$ cat src/design/tdec_pkg.sv
package tdec_pkg;

  localparam int MASS_W     = 16;
  localparam int RADIUS_W   = 23;
  localparam int TSTEP_W    = 8;
  localparam int CFG_DATA_W = 23;
  localparam int CFG_IDX_W  = 3;

  localparam logic [CFG_IDX_W-1:0] CFG_MASS_A    = 3'd0;
  localparam logic [CFG_IDX_W-1:0] CFG_MASS_B    = 3'd1;
  localparam logic [CFG_IDX_W-1:0] CFG_RADIUS_A  = 3'd2;
  localparam logic [CFG_IDX_W-1:0] CFG_RADIUS_B  = 3'd3;
  localparam logic [CFG_IDX_W-1:0] CFG_TIME_STEP = 3'd4;

  // Shared unit operations
  typedef enum logic {
    ALU_MUL,
    ALU_DIV
  } alu_op_t;

  typedef struct packed {
    logic    start;
    alu_op_t op;
  } alu_req_t;

endpackage

$ cat src/design/tdec_alu.sv
// Shared multi-cycle unit: signed shift-add multiply-accumulate, or
// unsigned restoring divide. One bit per cycle.
module tdec_alu #(
  parameter int AW = 96,
  parameter int MW = 26
) (
  input  logic                    clk,
  input  logic                    rst,
  input  tdec_pkg::alu_req_t      req,
  input  logic [AW-1:0]           opa,
  input  logic [AW-1:0]           opb,
  input  logic [AW-1:0]           acc_in,
  output logic [AW-1:0]           result,
  output logic                    done
);
  import tdec_pkg::*;

  localparam int CW = $clog2(AW);
  localparam logic [CW-1:0] MUL_LAST = CW'(MW - 1);
  localparam logic [CW-1:0] DIV_LAST = CW'(AW - 1);

  logic          busy;
  alu_op_t       op_q;
  logic [CW-1:0] cnt;
  logic [AW-1:0] acc;
  logic [AW-1:0] mcand;
  logic [MW-1:0] mplier;
  logic [AW-1:0] dvd;
  logic [AW-1:0] dsr;
  logic [AW:0]   rem;
  logic [AW-1:0] quo;

  logic [AW-1:0] addend;
  logic [AW:0]   rem_sh;
  logic [AW+1:0] diff;
  logic          ge;

  // multiplier sign bit weighs negative on the last step
  always_comb begin
    if (!mplier[0]) addend = '0;
    else if (cnt == MUL_LAST) addend = -mcand;
    else addend = mcand;
    rem_sh = {rem[AW-1:0], dvd[AW-1]};
    diff   = {1'b0, rem_sh} - {2'b00, dsr};
    ge     = !diff[AW+1];
  end

  always_ff @(posedge clk) begin
    if (rst) begin
      busy <= 1'b0;
      done <= 1'b0;
    end else begin
      done <= 1'b0;
      if (req.start) begin
        busy   <= 1'b1;
        op_q   <= req.op;
        cnt    <= '0;
        acc    <= acc_in;
        mcand  <= opa;
        mplier <= opb[MW-1:0];
        dvd    <= opa;
        dsr    <= opb;
        rem    <= '0;
        quo    <= '0;
      end else if (busy) begin
        cnt <= cnt + 1'b1;
        if (op_q == ALU_MUL) begin
          acc    <= acc + addend;
          mcand  <= mcand << 1;
          mplier <= mplier >> 1;
          if (cnt == MUL_LAST) begin
            busy <= 1'b0;
            done <= 1'b1;
          end
        end else begin
          rem <= ge ? diff[AW:0] : rem_sh;
          quo <= {quo[AW-2:0], ge};
          dvd <= dvd << 1;
          if (cnt == DIV_LAST) begin
            busy <= 1'b0;
            done <= 1'b1;
          end
        end
      end
    end
  end

  assign result = (op_q == ALU_MUL) ? acc : quo;

endmodule

$ cat config.mk
export PLATFORM = sky130hd
export DESIGN_NAME = tdec_alu
export DESIGN_NICKNAME = d
export VERILOG_FILES = /design/src/design/tdec_pkg.sv /design/src/design/tdec_alu.sv
export SDC_FILE = /design/constraint.sdc
export NUM_CORES = 2
export LEC_CHECK = 0
export BUFFER_PORTS_ARGS = -buffer_cell sky130_fd_sc_hd__buf_2
export CELL_PAD_IN_SITES_DETAIL_PLACEMENT = 0
export CELL_PAD_IN_SITES_GLOBAL_PLACEMENT = 2
export CORE_ASPECT_RATIO = 2
export CORE_MARGIN = 2
export CORE_UTILIZATION = 41
export DETAILED_ROUTE_END_ITERATION = 12
export PLACE_DENSITY = 0.94
export SLEW_MARGIN = 25
export SYNTH_ARGS = -nofsm -noshare
export SYNTH_HDL_FRONTEND = slang
export SYNTH_SLANG_ARGS = --single-unit
$ cat constraint.sdc
create_clock -name clk -period 27.1 [get_ports clk]
set_input_delay 1.355 -clock clk [delete_from_list [all_inputs] [get_ports clk]]
set_output_delay 1.355 -clock clk [all_outputs]
set_load 0.01 [all_outputs]
# After elaboration in Yosys (flattened, before gate mapping)
# Index checks and enable logic that the tools add are counted.
# word_totals
regBits	612
input_bits	292
wordCells	57
# classes
add_sub_neg	4
eq_ne	3
mux	29
n_bitwise	2
n_reduce_logical	8
# ops
op	n
$mux 96	17
$sub 97x96->98	1
$add 96x96->96	1
$neg 96->96	1
$mux 26	3
$mux 1	8
$add 7x1->7 const B	1
$eq 7x5->1 const B	1
$eq 7x7->1 const B	1
$mux 7	1
$reduce_and 3->1	2
$reduce_and 2->1	2
$reduce_bool 2->1	2
$reduce_or 3->1	1
$ne 2x2->1 const B	1
$not 1->1	2
$logic_not 1->1	1

# Logic depth before layout (Yosys ltp)
# depth
ltp_word	7
depth_mapped	25
ltp_nobuf	24

# Worst setup path before layout
# Ideal clock, no wire load.
# synth_timing
kind	input to register
startpoint	input port req[1] (netlist bit)
endpoint	register dvd[0] (enable)
arrival_time_ps	14390
t_required_ps	26157
setup_slack_ps	11767
stages	6
n_path_buf	4
cell_sequence	clkbuf_1 -> clkbuf_1 -> clkbuf_1 -> clkbuf_1 -> a21oi_1 -> nor2_1
# synth_via
elab_chain_cells	2
elab_cells_between_ends	3
cone_classes	reduce/logical (3)
# synth_lines
element	line_no	rtl
from (decl)	tdec_alu.sv:9	input tdec_pkg::alu_req_t req,
$reduce_bool 2->1 (no line)	n/a	
$reduce_and 3->1 (no line) *	n/a	
to (signal assigned)	tdec_alu.sv:61	dvd <= opa;
to (signal assigned)	tdec_alu.sv:78	dvd <= dvd << 1;
to (decl)	tdec_alu.sv:28	logic [AW-1:0] dvd;
# Every way passes the cells marked *; elsewhere a longest branch is shown, timed or not.
# A chain may end at the register's enable or synchronous reset.

# Worst setup path after layout
# layout_timing
startpoint	register mcand[6]
endpoint	register acc[82], data pin
# layout_via
elab_chain_cells	7
# layout_lines
element	line_no	rtl
from (decl)	tdec_alu.sv:26	logic [AW-1:0] mcand;
from (signal assigned)	tdec_alu.sv:59	mcand <= opa;
from (signal assigned)	tdec_alu.sv:69	mcand <= mcand << 1;
$neg 96->96	tdec_alu.sv:41	else if (cnt == MUL_LAST) addend = -mcand;
$mux 96 *	tdec_alu.sv:41	
$mux 96 *	tdec_alu.sv:40	if (!mplier[0]) addend = '0;
$add 96x96->96 *	tdec_alu.sv:68	acc <= acc + addend;
$mux 96 *	tdec_alu.sv:67	if (op_q == ALU_MUL) begin
$mux 96 *	tdec_alu.sv:65	end else if (busy) begin
$mux 96 *	tdec_alu.sv:54	if (req.start) begin
to (signal assigned)	tdec_alu.sv:58	acc <= acc_in;
to (signal assigned)	tdec_alu.sv:68	
to (decl)	tdec_alu.sv:25	logic [AW-1:0] acc;
# Every way passes the cells marked *; elsewhere a longest branch is shown, timed or not. The select of a mux whose other input is x is not followed.

==> summary.log <==
qor: status.status finished, final reports clean
qor: detailed_routing.post_drt_wl_per_cell 22.5 um
qor: critical_path.critical_path.max_stage_delay 640 ps
qor: synth.synth.avg_cell_area 9.36 sq um
qor: clock_network.tritoncts.num_buffers 59
qor: power_and_ir_drop.p_leak 18.0 nW
qor: worst_hold_path.min_delay_path_depth 1
qor: power_and_ir_drop.power_density_over_the_cells 59.4 mW/mm^2
qor: critical_path.worstPathRequired 27480 ps
qor: power_and_ir_drop.p_sw_frac 0.321
qor: sta.setup-violations-final 0
qor: clock_network.ctsLongestPathBuffers 3
qor: detailed_routing.wirelength 133000 um
qor: global_route.first_global_vias 33700
qor: synth.synth_async_reset_ratio 0
qor: power_and_ir_drop.share_comb_of_total_power 0.252
qor: final_layout.finalInstanceArea 0.0452 sq mm
qor: power_and_ir_drop.net_switching_component_of_the_power 0.861 mW
qor: critical_path.cp_data_arrival_time 7520 ps
qor: clock_network.cts_resized 0
qor: clock_network.numClockSinks 612
qor: clock_network.h_tree_levels 2
qor: synth.syn_nets 4794
qor: final_layout.final_layout_size_suffix_gt1_frac 0.145
qor: power_and_ir_drop.worst_supply_voltage_drop_on_vdd 52.4 uV
qor: critical_path.timing.setup.critical_path_class flop to flop
qor: synth.post_synth_mux_area_share 0.0346
qor: detailed_routing.drt_pre_antenna_iters 5
qor: placed_design.finalWeightedCongestion 0.953
qor: critical_path.cp.buffers_inverters 0
qor: critical_path.crit_family simple AND/OR/NAND/NOR gates
qor: sta.fin_worst_skew 47.5 ps
qor: critical_path.timing.critical_path.cells or4_4, nor4b_4, and2_1, nand2_2, or4_4, o41ai_1, xnor2_1, and2_1, ha_1, a21oi_1, o21ai_0, a221oi_1, nand2_1, o21ai_0, nor3_1, nor3_1, o21ai_1, a31oi_1, xnor2_1, o21ai_0
qor: global_route.grt_first_pass_wirelength 198000 um
qor: sta.max_freq 140 MHz
qor: die.placeableCoreArea 0.0975 sq mm
qor: critical_path.end_kind flop
qor: die.floorplan.initialDensity 0.413
qor: clock_network.clk_root_buffer_cell sky130_fd_sc_hd__clkbuf_16
qor: clock_network.postCtsSetupRepairBufs 0
qor: synth.synth_top_family_by_area compound AO/OA/AOI/OAI gates
qor: critical_path.cp-start-kind flop
qor: placed_design.place_area 0.0433 sq mm
qor: die.die_h 447 um
qor: clock_network.tritoncts yes
qor: global_route.antenna_found_initial 7
qor: sta.setup-tns-final 0 ps
qor: clock_network.hold_buffers 0
qor: synth.synth_seq_area_share 0.456
qor: sta.timing.max_slew.rel_slack 0.161
qor: global_route.grt_use_total 0.259
qor: synth.synth-compound-area-share 0.180
qor: sta.period_needed 7140 ps
qor: critical_path.timing.critical_path.fanout_max 7
qor: sta.max_slew.worst_pin.slew 1260 ps
qor: critical_path.regToRegSetupSlack 19960 ps
qor: synth.synth.yosys.warnings 0
qor: power_and_ir_drop.seqPwrFrac 0.436
qor: synth.ys_ff_latch 612
qor: synth.yosysUniqueCellTypes 89
qor: die.rows 162
qor: detailed_routing.drtIter0Drc 2091
qor: final_layout.layout.nets 5049
qor: critical_path.worstReg2RegEnd acc[82]
qor: clock_network.cts.clk_slew.worst_paths 70 ps
qor: synth.postSynth.topFlopCell sky130_fd_sc_hd__edfxtp_1
qor: synth.synth-simple-area-share 0.158
qor: sta.final-hold-violation-count 0
qor: sta.grt_setup_unrepaired no
qor: global_route.grt_max_degree 174
qor: critical_path.worst_r2r_startpoint mcand[6]
qor: power_and_ir_drop.p_int 1.82 mW
qor: flow_run.drv.max_cap_violation_count 0
qor: placed_design.hpwlAfterDp 103000 um
qor: detailed_routing.antenna_violating_nets_post_route 0
qor: global_route.grt_overflow_total 0
qor: power_and_ir_drop.clock_network_fraction_of_total_power 0.313
qor: placed_design.io_buffer_count 388
qor: detailed_routing.route.vias.total 32900
qor: synth.synth-edff-count 610
qor: final_layout.layout_commonest_cell sky130_fd_sc_hd__edfxtp_1
qor: die.io_pins 389
qor: detailed_routing.detail_route.drc_violations 0
qor: synth.mappedNetlistArea 0.0403 sq mm
qor: synth.synth_area_in_adders 0.0612
qor: critical_path.timing.reg2reg.worst_path_depth 20
qor: synth.synth_xor_area_frac 0.0565
qor: clock_network.insertion_delay 690 ps
qor: sta.hold_slack 514 ps
qor: worst_hold_path.whs_endpoint done
qor: final_layout.layout_common_cells sky130_fd_sc_hd__edfxtp_1, sky130_fd_sc_hd__nand2_1, sky130_fd_sc_hd__o21ai_0
qor: worst_hold_path.min-delay-path-class flop to flop
qor: detailed_routing.viasPerCell 5.55
qor: final_layout.area.growth.synth_to_final 12.1%
qor: sta.layout_worst_path_cycle_share 0.263
qor: die.die_w 226 um
qor: worst_hold_path.worstHoldStart busy
qor: sta.maxSlewViolCount 0
qor: synth.syn-instance-count 4306
qor: critical_path.crit_top_cell sky130_fd_sc_hd__o21ai_0
qor: critical_path.timing.critical_path.slowest_stage_cell sky130_fd_sc_hd__o21ai_0
qor: die.floorplan.die_area 0.101 sq mm
[synth_stat cells (91+ instances only)]
library cell,number,area [sq um]
sky130_fd_sc_hd__a21o_1,93,698
sky130_fd_sc_hd__a21oi_1,355,1780
sky130_fd_sc_hd__and2_1,91,569
sky130_fd_sc_hd__clkbuf_1,181,679
sky130_fd_sc_hd__edfxtp_1,610,18300
sky130_fd_sc_hd__ha_1,194,2430
sky130_fd_sc_hd__inv_1,346,1300
sky130_fd_sc_hd__mux2_2,121,1360
sky130_fd_sc_hd__nand2_1,535,2010
sky130_fd_sc_hd__nor2_1,234,878
sky130_fd_sc_hd__nor2b_1,109,682
sky130_fd_sc_hd__o21ai_0,456,2280
sky130_fd_sc_hd__xnor2_1,189,1660
[how the worst max path moves through the flow]
stage / start / endpoint / slack [ps] / depth (start not counted)
after floorplan: req[1] / dvd[0] / 11770 / 6
after global placement: mcand[6] / acc[82] / 20160 / 20
after detailed placement: mcand[6] / acc[82] / 20120 / 20
after CTS: mcand[6] / acc[82] / 20090 / 20
after global routing: mcand[6] / acc[74] / 19690 / 20
final: mcand[6] / acc[82] / 19960 / 20
[flip-flops by register name, summed over array words and instances (netlist names)]
signal / flops
rem: 96
op_q: 1
cnt: 7
done: 1
dsr: 96
acc: 96
dvd: 96
mcand: 96
mplier: 26
quo: 96
busy: 1
[per-stage QoR]
step / setup WS (ps) / total power [mW] / utilization / instances
2_1_floorplan: 11770 / 1.65 / - / 4306
3_3_place_gp: 20160 / 1.86 / 0.444 / 5811
3_5_place_dp: 20120 / 1.86 / 0.444 / 5811
4_1_cts: 20090 / 2.71 / 0.463 / 5921
5_1_grt: 19690 / 2.81 / 0.463 / 5923
6_report: 19960 / 2.69 / 0.463 / 5926
[layer usage]
layer,GRT usage,vias up,wire length (um)
met3,0.0305,284,5660
met1,0.283,15700,50200
met4,0.139,6,7920
met2,0.483,957,69400
li1,-,15900,-
met5,0,-,36
[worst register-to-register path: cells and delay by family, from the launching register on]
family                     cells  cell delay (ps)
AOI/OAI and AO/OA              8             2850
adders and majority gates      1              370
DFF                            1              450
xor gates and xnor gates       2              250
and+or+nand+nor                9             2940
[logic make-up after synthesis]
kind of cell / after synthesis
AOI/OAI and AO/OA: 1218
buffers and inverters: 569
muxes: 124
DFF: 612
adders and majority gates: 196
xor gates and xnor gates: 260
and+or+nand+nor: 1327
[power by group through the flow]
| stage | registers (mW) | clock network, mW | logic (mW) |
|---|---|---|---|
| after floorplan | 1.19 | 0 | 0.464 |
| after global placement | 1.19 | 0 | 0.669 |
| after detailed placement | 1.19 | 0 | 0.669 |
| after CTS | 1.17 | 0.862 | 0.673 |
| after global routing | 1.18 | 0.889 | 0.741 |
| final | 1.17 | 0.840 | 0.676 |
[area by class of cell]
class	count	area [sq um]
fillers	9583	52300
multi-input cells	3125	19800
flip-flops and latches	612	18400
repair buffers	416	2210
well taps	1312	1640
clock buffers	83	1620
inverters	347	1300
clock inverters	27	256
diodes	4	10.0
Power figures use the tool's default switching activity.
